$ cat config.mk
export PLATFORM = sky130hd
export DESIGN_NAME = barcode_serial_reader_top
export DESIGN_NICKNAME = d
export VERILOG_FILES = /design/src/bsr_pkg.sv /design/src/barcode_serial_reader_top.sv /design/src/bsr_code_store.sv /design/src/bsr_sequencer.sv /design/src/bsr_out_skid.sv
export SDC_FILE = /design/constraint.sdc
export NUM_CORES = 1
export LEC_CHECK = 0
export ABC_AREA = 1
export BUFFER_PORTS_ARGS = -buffer_cell sky130_fd_sc_hd__buf_4
export CORE_ASPECT_RATIO = 0.75
export CORE_MARGIN = 8
export CORE_UTILIZATION = 67
export DETAILED_ROUTE_END_ITERATION = 8
export MAX_ROUTING_LAYER = met4
export PLACE_DENSITY = 0.83
export SYNTH_ARGS = -nofsm -noshare
export SYNTH_HDL_FRONTEND = slang
export SYNTH_SLANG_ARGS = --single-unit
$ cat constraint.sdc
create_clock -name clk -period 5.8 [get_ports clk]
set_input_delay 1.74 -clock clk [delete_from_list [all_inputs] [get_ports clk]]
set_output_delay 1.74 -clock clk [all_outputs]
set_load 0.01 [all_outputs]
$ cat src/bsr_pkg.sv
// Shared types, constants and the frame suffix table for the barcode serial reader.
package bsr_pkg;

    localparam int CODE_CHARS_DEF  = 13;
    localparam int FRAME_BYTES_DEF = 20;
    localparam int SUFFIX_LEN      = 7;
    localparam int DATA_BITS       = 8;

    localparam logic [7:0] MARK_BIT = 8'h04;

    localparam logic CMD_READ = 1'b0;
    localparam logic CMD_LOAD = 1'b1;

    typedef enum logic [2:0] {
        PH_START = 3'd0,
        PH_MARK  = 3'd1,
        PH_DATA  = 3'd2,
        PH_GAP   = 3'd3,
        PH_IDLE  = 3'd4
    } phase_t;

    // One load request as seen by the code store.
    typedef struct packed {
        logic       valid;
        logic       last;
        logic [3:0] idx;
        logic [7:0] value;
    } load_req_t;

    // Fixed bytes that follow the scanned code in every frame.
    function automatic logic [7:0] suffix_byte(input logic [2:0] i);
        logic [7:0] b;
        case (i)
            3'd0:    b = 8'h53;
            3'd1:    b = 8'h55;
            3'd2:    b = 8'h4E;
            3'd3:    b = 8'h53;
            3'd4:    b = 8'h4F;
            3'd5:    b = 8'h46;
            3'd6:    b = 8'h54;
            default: b = 8'h00;
        endcase
        return b;
    endfunction

endpackage

$ cat src/barcode_serial_reader_top.sv
// Top level of the barcode serial reader: stream ports, code store, sequencer, output stage.
//
// Every input request gives exactly one result. A load request (command set) writes one
// code character into the staging bank; with tlast set it commits the staged string and
// arms the frame. A read request (command clear) returns bus_bits_in, with bit 2 ORed with
// the sequence when the second port is read while armed: one start mark per frame, then
// per frame byte one mark, eight inverted data bits LSB first and one gap, until
// FRAME_BYTES bytes are sent. Commits swap the two memory banks, so a commit needs no copy.
// The result of an accepted request is registered in the output stage before m_tdata.
// Throughput is one request per cycle while m_tready stays high; a frame byte is read from
// the code memory on the mark read and used on the next second-port read.
// The output register is backed by a skid stage: while the receiver holds m_tready low,
// one more request is still taken, then s_tready drops until the result is drained.
// Reset leaves the reader disarmed with an empty code; the memory needs no clearing pass.
module barcode_serial_reader_top
    import bsr_pkg::*;
#(
    parameter int CODE_CHARS  = CODE_CHARS_DEF,
    parameter int FRAME_BYTES = FRAME_BYTES_DEF
)
(
    input  logic        clk,
    input  logic        rst_n,
    input  logic        s_tvalid,
    output logic        s_tready,
    input  logic [23:0] s_tdata,   // bus_bits_in[7:0], char_index[11:8], char_value[19:12], zero
    input  logic [1:0]  s_tuser,   // command[0], port_select[1]
    input  logic        s_tlast,   // load_last
    output logic        m_tvalid,
    input  logic        m_tready,
    output logic [7:0]  m_tdata    // read_data[7:0]
);

    localparam int IW = (CODE_CHARS > 1) ? $clog2(CODE_CHARS) : 1;

    logic          accept;
    logic          command;
    load_req_t     load;
    logic          commit;
    logic          fetch_valid;
    logic [IW-1:0] fetch_idx;
    logic [7:0]    fetch_data;
    logic [7:0]    read_data;

    assign accept  = s_tvalid && s_tready;
    assign command = s_tuser[0];

    assign load.valid = accept && (command == CMD_LOAD);
    assign load.last  = s_tlast;
    assign load.idx   = s_tdata[11:8];
    assign load.value = s_tdata[19:12];
    assign commit     = load.valid && s_tlast;

    bsr_code_store #(
        .CODE_CHARS (CODE_CHARS),
        .IW         (IW)
    ) u_store (
        .clk         (clk),
        .rst_n       (rst_n),
        .load        (load),
        .fetch_valid (fetch_valid),
        .fetch_idx   (fetch_idx),
        .fetch_data  (fetch_data)
    );

    bsr_sequencer #(
        .CODE_CHARS  (CODE_CHARS),
        .FRAME_BYTES (FRAME_BYTES),
        .IW          (IW)
    ) u_seq (
        .clk         (clk),
        .rst_n       (rst_n),
        .item_valid  (accept),
        .command     (command),
        .port_select (s_tuser[1]),
        .bus_bits_in (s_tdata[7:0]),
        .commit      (commit),
        .fetch_valid (fetch_valid),
        .fetch_idx   (fetch_idx),
        .fetch_data  (fetch_data),
        .read_data   (read_data)
    );

    bsr_out_skid u_out (
        .clk      (clk),
        .rst_n    (rst_n),
        .in_valid (s_tvalid),
        .in_ready (s_tready),
        .in_data  (read_data),
        .m_tvalid (m_tvalid),
        .m_tready (m_tready),
        .m_tdata  (m_tdata)
    );

endmodule

$ cat src/bsr_code_store.sv
// Two-bank code memory: one bank stages characters while the other holds the committed code.
module bsr_code_store
    import bsr_pkg::*;
#(
    parameter int CODE_CHARS = CODE_CHARS_DEF,
    parameter int IW         = (CODE_CHARS > 1) ? $clog2(CODE_CHARS) : 1
)
(
    input  logic            clk,
    input  logic            rst_n,
    input  load_req_t       load,
    input  logic            fetch_valid,
    input  logic [IW-1:0]   fetch_idx,
    output logic [7:0]      fetch_data
);

    localparam int LW    = $clog2(CODE_CHARS + 1);
    localparam int DEPTH = 2 ** (IW + 1);

    logic [7:0]            mem [0:DEPTH-1];
    logic                  stg_bank_reg;
    logic [CODE_CHARS-1:0] nz_reg;
    logic [CODE_CHARS-1:0] nz_next;
    logic [LW-1:0]         code_len_reg;
    logic [LW-1:0]         term;
    logic [7:0]            rdata_reg;
    logic                  hit_reg;
    logic [31:0]           idx32;
    logic                  in_range;
    logic                  wr_en;
    logic [IW:0]           waddr;
    logic [CODE_CHARS-1:0] nz_eff;

    assign idx32    = 32'(load.idx);
    assign in_range = idx32 < 32'(CODE_CHARS);
    assign wr_en    = load.valid && in_range;
    assign waddr    = {stg_bank_reg, idx32[IW-1:0]};

    // A staged position counts as part of the string only if its latest write was nonzero;
    // positions not written since the last commit read as a terminator.
    always_comb
    begin
        nz_eff = nz_reg;
        if (wr_en)
        begin
            nz_eff[idx32[IW-1:0]] = (load.value != 8'h00);
        end
        term = LW'(CODE_CHARS);
        for (int i = CODE_CHARS - 1; i >= 0; i--)
        begin
            if (!nz_eff[i])
            begin
                term = LW'(i);
            end
        end
        nz_next = (load.valid && load.last) ? '0 : nz_eff;
    end

    always_ff @(posedge clk or negedge rst_n)
    begin
        if (!rst_n)
        begin
            stg_bank_reg <= 1'b0;
            nz_reg       <= '0;
            code_len_reg <= '0;
        end
        else
        begin
            nz_reg <= nz_next;
            if (load.valid && load.last)
            begin
                code_len_reg <= term;
                stg_bank_reg <= ~stg_bank_reg;
            end
        end
    end

    always_ff @(posedge clk)
    begin
        if (wr_en)
        begin
            mem[waddr] <= load.value;
        end
        if (fetch_valid)
        begin
            rdata_reg <= mem[{~stg_bank_reg, fetch_idx}];
            hit_reg   <= 32'(fetch_idx) < 32'(code_len_reg);
        end
    end

    assign fetch_data = hit_reg ? rdata_reg : 8'h00;

endmodule

$ cat src/bsr_sequencer.sv
// Five-state read sequencer that drives the mark and data bit onto the port read value.
module bsr_sequencer
    import bsr_pkg::*;
#(
    parameter int CODE_CHARS  = CODE_CHARS_DEF,
    parameter int FRAME_BYTES = FRAME_BYTES_DEF,
    parameter int IW          = (CODE_CHARS > 1) ? $clog2(CODE_CHARS) : 1
)
(
    input  logic          clk,
    input  logic          rst_n,
    input  logic          item_valid,
    input  logic          command,
    input  logic          port_select,
    input  logic [7:0]    bus_bits_in,
    input  logic          commit,
    output logic          fetch_valid,
    output logic [IW-1:0] fetch_idx,
    input  logic [7:0]    fetch_data,
    output logic [7:0]    read_data
);

    localparam int BPW = $clog2(FRAME_BYTES + 1);

    phase_t         phase_reg;
    phase_t         phase_next;
    logic [BPW-1:0] ptr_reg;
    logic [BPW-1:0] ptr_next;
    logic [BPW-1:0] ptr_plus;
    logic [3:0]     bit_count_reg;
    logic [3:0]     bit_count_next;
    logic [3:0]     bit_count_plus;
    logic [7:0]     shift_reg;
    logic [7:0]     shift_next;
    logic           pending_reg;
    logic           pending_next;
    logic           use_mem_reg;
    logic [7:0]     alt_reg;
    logic [7:0]     cur_byte;
    logic           step;
    logic [7:0]     mark;
    logic [31:0]    ptr32;
    logic [31:0]    sfx32;
    logic           ptr_in_code;
    logic [7:0]     alt_byte;

    assign ptr32       = 32'(ptr_reg);
    assign sfx32       = ptr32 - 32'(CODE_CHARS);
    assign ptr_in_code = ptr32 < 32'(CODE_CHARS);
    assign alt_byte    = (sfx32 < 32'(SUFFIX_LEN)) ? suffix_byte(sfx32[2:0]) : 8'h00;
    assign fetch_idx   = ptr32[IW-1:0];
    assign ptr_plus    = ptr_reg + BPW'(1);
    assign bit_count_plus = bit_count_reg + 4'd1;

    // The first data read after the mark read takes the fetched or suffix byte directly.
    assign cur_byte = pending_reg ? (use_mem_reg ? fetch_data : alt_reg) : shift_reg;

    assign step = item_valid && (command == CMD_READ) && port_select && (phase_reg != PH_IDLE);

    always_comb
    begin
        phase_next     = phase_reg;
        ptr_next       = ptr_reg;
        bit_count_next = bit_count_reg;
        shift_next     = shift_reg;
        pending_next   = pending_reg;
        fetch_valid    = 1'b0;
        mark           = 8'h00;
        if (commit)
        begin
            phase_next = PH_START;
            ptr_next   = '0;
        end
        else if (step)
        begin
            unique case (phase_reg)
                PH_START:
                begin
                    phase_next = PH_MARK;
                    ptr_next   = '0;
                    mark       = MARK_BIT;
                end
                PH_MARK:
                begin
                    phase_next     = PH_DATA;
                    fetch_valid    = ptr_in_code;
                    pending_next   = 1'b1;
                    bit_count_next = 4'd0;
                    mark           = MARK_BIT;
                end
                PH_DATA:
                begin
                    mark           = cur_byte[0] ? 8'h00 : MARK_BIT;
                    shift_next     = cur_byte >> 1;
                    pending_next   = 1'b0;
                    bit_count_next = bit_count_plus;
                    if (32'(bit_count_plus) >= 32'(DATA_BITS))
                    begin
                        phase_next = PH_GAP;
                    end
                end
                PH_GAP:
                begin
                    ptr_next = ptr_plus;
                    if (32'(ptr_plus) >= 32'(FRAME_BYTES))
                    begin
                        phase_next = PH_IDLE;
                    end
                    else
                    begin
                        phase_next = PH_MARK;
                    end
                end
                PH_IDLE:
                begin
                    phase_next = PH_IDLE;
                end
                default:
                begin
                    phase_next = PH_IDLE;
                end
            endcase
        end
        read_data = (command == CMD_LOAD) ? 8'h00 : (bus_bits_in | mark);
    end

    always_ff @(posedge clk or negedge rst_n)
    begin
        if (!rst_n)
        begin
            phase_reg     <= PH_IDLE;
            ptr_reg       <= '0;
            bit_count_reg <= '0;
            pending_reg   <= 1'b0;
        end
        else
        begin
            phase_reg     <= phase_next;
            ptr_reg       <= ptr_next;
            bit_count_reg <= bit_count_next;
            pending_reg   <= pending_next;
        end
    end

    always_ff @(posedge clk)
    begin
        shift_reg <= shift_next;
        if (step && (phase_reg == PH_MARK))
        begin
            use_mem_reg <= ptr_in_code;
            alt_reg     <= alt_byte;
        end
    end

endmodule

$ cat src/bsr_out_skid.sv
// Output register with a skid stage that holds one more result while the receiver stalls.
module bsr_out_skid
    import bsr_pkg::*;
(
    input  logic       clk,
    input  logic       rst_n,
    input  logic       in_valid,
    output logic       in_ready,
    input  logic [7:0] in_data,
    output logic       m_tvalid,
    input  logic       m_tready,
    output logic [7:0] m_tdata
);

    logic       out_valid_reg;
    logic       out_valid_next;
    logic [7:0] out_data_reg;
    logic [7:0] out_data_next;
    logic       skid_valid_reg;
    logic       skid_valid_next;
    logic [7:0] skid_data_reg;
    logic [7:0] skid_data_next;
    logic       accept;

    assign in_ready = !skid_valid_reg;
    assign accept   = in_valid && in_ready;
    assign m_tvalid = out_valid_reg;
    assign m_tdata  = out_data_reg;

    always_comb
    begin
        out_valid_next  = out_valid_reg;
        out_data_next   = out_data_reg;
        skid_valid_next = skid_valid_reg;
        skid_data_next  = skid_data_reg;
        if (!out_valid_reg || m_tready)
        begin
            if (skid_valid_reg)
            begin
                out_valid_next  = 1'b1;
                out_data_next   = skid_data_reg;
                skid_valid_next = 1'b0;
            end
            else
            begin
                out_valid_next = accept;
                out_data_next  = in_data;
            end
        end
        else if (accept)
        begin
            skid_valid_next = 1'b1;
            skid_data_next  = in_data;
        end
    end

    always_ff @(posedge clk or negedge rst_n)
    begin
        if (!rst_n)
        begin
            out_valid_reg  <= 1'b0;
            skid_valid_reg <= 1'b0;
        end
        else
        begin
            out_valid_reg  <= out_valid_next;
            skid_valid_reg <= skid_valid_next;
        end
    end

    always_ff @(posedge clk)
    begin
        out_data_reg  <= out_data_next;
        skid_data_reg <= skid_data_next;
    end

endmodule

==> results of run 1 <==
## critical path, cell delays in order (launching register included)
cell,delay (ns)
dfrtp_2,0.69
inv_2,0.48
buf_4,0.75
o21ai_0,0.17
o21ai_0,0.54
nand2_1,0.10
o2111ai_1,0.10
o211ai_1,0.18
nand2_1,0.17
## layer usage
layer | GRT usage | up-vias | part of all wire | routed length (um)
met5 | - | - | 0 | 0
met4 | 0.0629 | 0 | 0.024 | 756
met3 | 0.0655 | 79 | 0.11 | 3580
met2 | 0.390 | 533 | 0.45 | 14400
met1 | 0.349 | 4434 | 0.41 | 13100
li1 | - | 4126 | - | -
## logic make-up (layout without fill, tap and decap cells)
family / count (synthesis) / after routing / share of synthesized area
buffers and inverters: 140 / 186 / 0.0418
DFF: 328 / 328 / 0.712
and+or+nand+nor: 397 / 397 / 0.118
xor gates and xnor gates: 6 / 6 / 0.00386
AOI/OAI and AO/OA: 255 / 255 / 0.116
adders and majority gates: 9 / 9 / 0.00828
other: 1 / 48 / 0.000276
## through the flow
stage	hold slack, ns	power [W]	setup WS (ns)	cell area, um^2	cells
floorplan	0.449	0.00352	2.41	13800	1183
global placement	0.473	0.00390	1.95	14200	1431
detailed placement	0.471	0.00394	1.88	14200	1431
CTS	0.486	0.00619	2.47	15300	1487
global route	0.528	0.00643	2.26	15300	1487
finish	0.491	0.00624	2.41	15300	1487
## cells in the mapped netlist (all sizes together)
cell and n:
edfxtp 295, nor2 205, nand2 159, o21ai 145
inv 84, clkbuf 35, a22oi 33, dfrtp 32
o2111ai 24, nand3 21, buf 19, a21oi 15
o221ai 13, ha 9, nor3 9, o211ai 8
o21a 7, xor2 5, a31oi 4, o22ai 4
clkinv 2, nand4 2, a311oi 1, conb 1
dfstp 1, o311ai 1, or2 1, xnor2 1
## cell type report
| cell class | count | area (um^2) | area share |
|---|---|---|---|
| sequential | 328 | 9690 | 0.631 |
| multi-input combinational | 715 | 3520 | 0.229 |
| clock buffer | 37 | 808 | 0.0527 |
| clock inverter | 19 | 352 | 0.0229 |
| timing repair buffer | 44 | 330 | 0.0215 |
| inverter | 86 | 330 | 0.0215 |
| tap | 258 | 323 | 0.0210 |
## power groups by stage
stage	clock network (W)	registers (W)	logic (W)
floorplan	0	0.00278	0.000745
global placement	0	0.00281	0.00108
detailed placement	0	0.00282	0.00112
CTS	0.00228	0.00277	0.00114
global route	0.00237	0.00278	0.00128
finish	0.00229	0.00277	0.00118
## final timing paths
check / cells past startpoint / to / slack (ns)
hold / removal: 2 / u_store.code_len_reg[0]$_DFFE_PN0P_ / 0.49
max in group asynchronous: 1 / u_seq.phase_reg[2]$_DFFE_PN1P_ / 4.33
setup / recovery: 8 / u_store.rdata_reg[3]$_DFFE_PP_ / 2.41
min in group asynchronous: 1 / u_store.stg_bank_reg$_DFFE_PN0P_ / 1.13
hold reg to reg: 2 / u_store.code_len_reg[0]$_DFFE_PN0P_ / 0.49
setup reg to reg: 8 / u_store.rdata_reg[3]$_DFFE_PP_ / 2.41
==> impl_metrics.toml, run 1 <==
[cells_and_area]
layout-drive-gt1-share = 0.0968
syn_to_final_growth_pct = 12.9
nets = 1245
final_cell_mix = "295 x edfxtp_1, 196 x nor2_1, 156 x nand2_1"
antenna_cells = 0
fill_cells = 1236
largest_register_ffs = 256
final_util = 0.766
final_common_cell = "edfxtp_1"

[pwr]
pwr-share-seq = 0.444
pwr-share-clk = 0.367
p_sw_w = 0.00181
p_leak_nw = 5.68
p_per_area_nw_per_um2 = 406
switching_share = 0.290
internal-power_w = 0.00443
p_comb_frac = 0.188
ir_drop_uv = 398

[clocking]
cts_max_level = 1
cts_inserted_buffers = 30
clock-sinks = 328
cts_tree = "built"
post-cts-setup-buffers = 0
hold_buffers = 0
root_buffer = "clkbuf_16"
cts_resized = 0
clk_latency_ns = 0.56
clkTransAtPathRegs_ns = 0.07
clock_path_buffers = 3

[critical_path]
crit_type = "flip-flop to flip-flop"
arrival_ns = 3.80
start_kind = "flip-flop"
cp-startpoint = "u_seq.ptr_reg[0]$_DFFE_PN0P_"
cp_max_fo = 79
worstPathRequired_ns = 6.21
reg2reg_from = "u_seq.ptr_reg[0]$_DFFE_PN0P_"
end_kind = "flip-flop"

[floorplanning]
core_um2 = 20000
die_area_um2 = 25200
die_x_um = 180
io_pins = 41
row_count = 45
die_h_um = 139
start_util = 0.678

[drt]
vias_per_cell = 6.17
ant_nets = 0
drt_iter0_markers = 1160
drt-total-wl_um = 31900
dr_total_vias = 9172
dr.pass1.iters = 7
post_drt_wl_per_cell_um = 21.5
drc_errors = 0

[synth]
syn_avg_cell_area_um2 = 12.0
synth_top_area_frac = 0.652
ys_types = 42
postSynthCellCount = 1136
synth_top_cell_by_area = "edfxtp_1"
synthTopCellsByArea = "edfxtp_1 65%, dfrtp_1 5.9%, nor2_1 5.4%, o21ai_0 5.2%, nand2_1 4.3%"
synth_seq_cells = 328
synth_area_um2 = 13600
ys_warn_count = 0
seq_area_frac_synth = 0.712

[timing]
fin_setup_tns_ns = 0
fmax_mhz = 295
finalHoldViolCount = 0
rsz0062_at_grt = "false"
drv_slew = 0
slew_headroom = 0.183
min_period_ns = 3.39
fin_worst_skew_ns = 0.0157
worst_pin_slew_ns = 1.22
timing.final.crit_share = 0.584
setup-violations-final = 0

[global_routing]
grt_pass1_vias = 8546
grt-ovfl-total = 0
grt.total_usage = 0.257
grt_pass1_wl_um = 48300
grt_max_degree = 80
antenna_found_initial = 0

[outcome]
status = "complete, no violations"

[placed_design]
dp_hpwl_um = 19000
gp_congestion = 0.864
port_buffers = 36

[min_path]
hold_path.class = "flip-flop to flip-flop"
min_from = "u_store.code_len_reg[0]$_DFFE_PN0P_"

[run]
cap_violations = 0
No activity file was read; power rests on OpenSTA's default activity.
==> inputs of run 2 (changes only) <==
--- a/config.mk
+++ b/config.mk
@@ -9,10 +9,10 @@
 export BUFFER_PORTS_ARGS = -buffer_cell sky130_fd_sc_hd__buf_4
 export CORE_ASPECT_RATIO = 0.75
 export CORE_MARGIN = 8
-export CORE_UTILIZATION = 67
+export CORE_UTILIZATION = 62
 export DETAILED_ROUTE_END_ITERATION = 8
 export MAX_ROUTING_LAYER = met4
-export PLACE_DENSITY = 0.83
+export PLACE_DENSITY = 0.77
 export SYNTH_ARGS = -nofsm -noshare
 export SYNTH_HDL_FRONTEND = slang
 export SYNTH_SLANG_ARGS = --single-unit
==> constraint.sdc (replaced) <==
create_clock -name clk -period 3.22 [get_ports clk]
set_input_delay 0.966 -clock clk [delete_from_list [all_inputs] [get_ports clk]]
set_output_delay 0.966 -clock clk [all_outputs]
set_load 0.01 [all_outputs]
==> run 2 against run 1 <==
  * Sequential cell count unchanged
  * Core utilization down 5.6 points
  * Critical endpoint is now s_tready
  * Non-clock buffer count up 34
  * Cell count up 4.6%
  * Power up 70%
  * Combinational power up 82%
  * Sequential share of layout area down 0.52 points
  * Count of clock-buffer cells in the layout up 5
  * Global-route usage down 2.2 points
  * Clock power up 52%
==> impl_metrics.toml, run 2 (synthesis results as in run 1) <==
[outcome]
status = "complete, no violations"

[min_path]
hold_path.class = "input port to asynchronous set/reset pin"

[clocking]
cts_tree = "built"
clock_path_buffers = 3
cts_inserted_buffers = 31
cts_max_level = 1
clk_latency_ns = 0.54
post-cts-setup-buffers = 0
hold_buffers = 0
clkTransAtPathRegs_ns = 0.07
root_buffer = "clkbuf_16"
clock-sinks = 328
cts_resized = 0

[critical_path]
end_kind = "output pin"
reg2reg_from = "u_seq.ptr_reg[2]$_DFFE_PN0P_"
cp_max_fo = 12
arrival_ns = 1.48
crit_slowest_cell = "dfrtp_1"
path_cells = "inv_4 -> buf_4"
slowest_delay_ns = 0.60
crit_type = "flip-flop to output pin"
reg2reg_depth = 7
r2r_end = "u_store.rdata_reg[6]$_DFFE_PP_"
rrSetupSlack_ns = 0.81
worstPathRequired_ns = 2.25
start_kind = "flip-flop"

[cells_and_area]
final_cell_mix = "295 x edfxtp_1, 196 x nor2_1, 156 x nand2_1"
final_common_cell = "edfxtp_1"
instances_no_fill = 1556
largest_register_ffs = 256
syn_to_final_growth_pct = 13.8
nets = 1280
fill_cells = 1470
layout-drive-gt1-share = 0.115

[pwr]
p_sw_w = 0.00311
p_per_area_nw_per_um2 = 684
pwr-share-clk = 0.328
p_comb_frac = 0.203
internal-power_w = 0.00748
pwr-share-seq = 0.469
switching_share = 0.294
p_leak_nw = 5.79
ir_drop_uv = 491
power_w = 0.0106

[timing]
timing.final.crit_share = 0.760
fmax_mhz = 409
setup-violations-final = 0
drv_slew = 0
fin_worst_skew_ns = 0.00804
rsz0062_at_grt = "false"
min_period_ns = 2.45
finalHoldViolCount = 0
slew_headroom = 0.475
worst_slack_ns = 0.774
fin_setup_tns_ns = 0
worst_pin_slew_ns = 0.787

[placed_design]
dp_hpwl_um = 19800
port_buffers = 36
gp_congestion = 0.830
dp.cells = 1501
dp_slack_ns = 0.439

[global_routing]
antenna_found_initial = 1
grt-ovfl-total = 0
grt_pass1_wl_um = 47400
grt_pass1_vias = 8520
grt_max_degree = 100
grt.total_usage = 0.235

[drt]
vias_per_cell = 5.79
drt-total-wl_um = 31300
dr_total_vias = 9016
dr.pass1.iters = 6
post_drt_wl_per_cell_um = 20.1
drc_errors = 0
drt_iter0_markers = 1006
ant_nets = 0

[floorplanning]
row_count = 47
io_pins = 41
die_h_um = 144
die_area_um2 = 27000
die_x_um = 187
core_um2 = 21800
start_util = 0.623

[run]
cap_violations = 0
run 2: changes by cell type in the layout (fill, tap and decap cells not counted), sizes merged:
cell,change
buf,+34
bufinv,-8
clkbuf,+5
clkinv,+4
clkinvlp,-3
diode,+1
run 2: cell type report:
class / instances / area, um^2 / area share
sequential: 328 / 9690 / 0.626
multi-input combinational: 715 / 3520 / 0.227
clock inverter: 12 / 104 / 0.00671
tap: 294 / 368 / 0.0238
antenna: 1 / 2.50 / 0.000162
clock buffer: 42 / 868 / 0.0561
timing repair buffer: 78 / 598 / 0.0386
inverter: 86 / 330 / 0.0213
run 2: worst max path at each step:
stage / start / end / slack (ns) / cells after the start
after floorplan: s_tuser[0] / u_store.hit_reg$_DFFE_PP_ / 0.61 / 6
after global placement: s_tdata[19] / u_store.code_len_reg[0]$_DFFE_PN0P_ / 0.43 / 19
after detailed placement: s_tdata[19] / u_store.code_len_reg[0]$_DFFE_PN0P_ / 0.44 / 19
after CTS: u_out.skid_valid_reg$_DFFE_PN0P_ / s_tready / 0.78 / 2
after global routing: u_seq.ptr_reg[2]$_DFFE_PN0P_ / u_seq.phase_reg[0]$_DFFE_PN0P_ / 0.63 / 11
final: u_out.skid_valid_reg$_DFFE_PN0P_ / s_tready / 0.77 / 2
run 2: layer usage:
metal  global-route usage  part of all wire
met5                    -                 0
met1                0.321              0.43
met4               0.0592             0.021
met2                0.364              0.46
met3               0.0463             0.095
run 2: critical path: cells and delay by family, from the launching register on:
family | cells | cell delay, ns
flip-flops | 1 | 0.60
buffers and inverters | 2 | 0.33
run 2: metrics by stage:
step / area [um^2] / hold slack (ns) / utilization
3_3_place_gp: 14500 / 0.482 / 0.665
6_report: 15500 / 0.370 / 0.709
5_1_grt: 15500 / 0.393 / 0.709
4_1_cts: 15500 / 0.367 / 0.709
2_1_floorplan: 13800 / 0.449 / -
3_5_place_dp: 14500 / 0.481 / 0.665
run 2: power groups by stage:
stage / Combinational (W) / Clock [W] / Sequential, W
after CTS: 0.00212 / 0.00351 / 0.00496
after floorplan: 0.00134 / 0 / 0.00500
after global routing: 0.00236 / 0.00366 / 0.00498
final: 0.00215 / 0.00347 / 0.00496
after detailed placement: 0.00211 / 0 / 0.00505
after global placement: 0.00205 / 0 / 0.00504
==> inputs of run 3 (changes only) <==
==> constraint.sdc (replaced) <==
create_clock -name clk -period 2.6 [get_ports clk]
set_input_delay 0.78 -clock clk [delete_from_list [all_inputs] [get_ports clk]]
set_output_delay 0.78 -clock clk [all_outputs]
set_load 0.01 [all_outputs]
==> run 3 against run 2 <==
  * Die area is the same
  * First-iteration DRC count fell by 6.0%
  * Clock skew is 0.019 ns higher
  * Cell count increased by 1.1%
  * Sequential power grew 23%
  * Power is 25% higher
  * Sequential share of layout area shrank 0.52 points
  * Global-route usage increased by 0.33 points
  * Via count is 0.81% higher
  * Clock power increased by 24%
  * Largest power group unchanged
==> impl_metrics.toml, run 3 (synthesis results as in run 1) <==
[drt]
vias_per_cell = 5.78
drt-total-wl_um = 31400
post_drt_wl_per_cell_um = 20.0
drt_iter0_markers = 946
wl_met3_um = 3030
ant_nets = 0
drc_errors = 0
dr_total_vias = 9089
dr.pass1.iters = 5
met1Wirelength_um = 13400
route.met2.wl_um = 14100
routed.top_layer = "met4"

[clocking]
clock-sinks = 328
clkTransAtPathRegs_ns = 0.07
post-cts-setup-buffers = 0
cts_inserted_buffers = 31
clock_path_buffers = 3
cts_tree = "built"
cts_max_level = 1
root_buffer = "clkbuf_16"
clk_latency_ns = 0.56

[critical_path]
cp_max_fo = 97
end_kind = "flip-flop"
arrival_ns = 2.82
crit_type = "flip-flop to flip-flop"
rrSetupSlack_ns = 0.20
reg2reg_from = "u_seq.ptr_reg[0]$_DFFE_PN0P_"
setup.worst_path.end = "u_store.rdata_reg[2]$_DFFE_PP_"
cp-startpoint = "u_seq.ptr_reg[0]$_DFFE_PN0P_"
start_kind = "flip-flop"
worstPathRequired_ns = 3.03
r2r_end = "u_store.rdata_reg[2]$_DFFE_PP_"
reg2reg_depth = 9

[placed_design]
port_buffers = 36
dp_hpwl_um = 19400
dp.cells = 1517
gp_congestion = 0.843

[cells_and_area]
nets = 1296
largest_register_ffs = 256
fill_cells = 1529
syn_to_final_growth_pct = 14.8
instances_no_fill = 1573
final_cell_mix = "295 x edfxtp_1, 196 x nor2_1, 156 x nand2_1"
final_util = 0.715
antenna_cells = 0
layout-drive-gt1-share = 0.129
final_common_cell = "edfxtp_1"

[timing]
fin_setup_tns_ns = 0
slew_headroom = 0.508
fin_worst_skew_ns = 0.0269
rsz0062_at_grt = "false"
min_period_ns = 2.40
setup-violations-final = 0
worst_pin_slew_ns = 0.734
drv_slew = 0
timing.final.crit_share = 0.921
finalHoldViolCount = 0
fmax_mhz = 417

[floorplanning]
die_h_um = 144
core_um2 = 21800
die_area_um2 = 27000
io_pins = 41
start_util = 0.623
row_count = 47
die_x_um = 187

[pwr]
p_per_area_nw_per_um2 = 845
ir_drop_uv = 618
p_leak_nw = 5.87

[global_routing]
grt-ovfl-total = 0
grt_pass1_wl_um = 48200
grt.total_usage = 0.238
grt_pass1_vias = 8509
antenna_found_initial = 0
grt_max_degree = 101

[min_path]
hold_path.class = "input port to asynchronous set/reset pin"

[outcome]
status = "complete, no violations"

[run]
cap_violations = 0
## run 3: metal layers
layer	GRT usage	up-vias
li1	-	4227
met1	0.331	4365
met2	0.358	426
met3	0.0528	71
met4	0.0600	0
met5	-	-
## run 3: per-stage QoR
stage                     hold WS (ns)  power (W)  setup WS [ns]  area, um^2
after CTS                        0.173     0.0132         0.0768       15600
after global routing             0.196     0.0137         0.0320       15600
after floorplan                  0.449    0.00786          0.142       13800
after detailed placement         0.488    0.00889          0.115       14600
final                            0.155     0.0132          0.205       15600
after global placement           0.478    0.00881          0.176       14600
## run 3: layout make-up
cell class	count	area, um^2	share of cell area
well taps	294	368	0.0236
inverters	86	330	0.0212
clock buffers	37	798	0.0512
clock inverters	19	168	0.0107
flip-flops and latches	328	9690	0.621
multi-input cells	715	3520	0.226
repair buffers	94	731	0.0468
## run 3: timing repair
item / CTS / global route
endpoints found under the setup margin: 0 / 4
hold buffers: 0 / 0
gates resized for setup: 0 / 1
## run 3: how the worst min path moves through the flow
stage                                        start                                  end  cells past startpoint
3_3_place_gp   u_store.code_len_reg[0]$_DFFE_PN0P_  u_store.code_len_reg[0]$_DFFE_PN0P_                      2
5_1_grt                                      rst_n   u_seq.bit_count_reg[2]$_DFFE_PN0P_                      1
6_report                                     rst_n   u_seq.bit_count_reg[2]$_DFFE_PN0P_                      1
2_1_floorplan  u_store.code_len_reg[0]$_DFFE_PN0P_  u_store.code_len_reg[0]$_DFFE_PN0P_                      2
4_1_cts                                      rst_n   u_seq.bit_count_reg[2]$_DFFE_PN0P_                      1
3_5_place_dp   u_store.code_len_reg[0]$_DFFE_PN0P_  u_store.code_len_reg[0]$_DFFE_PN0P_                      2
## run 3: power breakdown
group | total, W | leakage [nW] | internal (W) | switching (W)
Sequential | 0.00612 | 3.14 | 0.00601 | 0.000108
Clock | 0.00432 | 0.481 | 0.00247 | 0.00185
Combinational | 0.00274 | 2.25 | 0.000753 | 0.00199
## run 3: worst max-delay path, stage by stage, from the launching register on
cell       delay, ns
dfrtp_2         0.45
inv_2           0.09
buf_4           0.17
buf_12          0.32
nor2_1          0.06
o21ai_0         0.43
nand2_1         0.26
o2111ai_1       0.19
o311ai_1        0.16
nand2_1         0.09
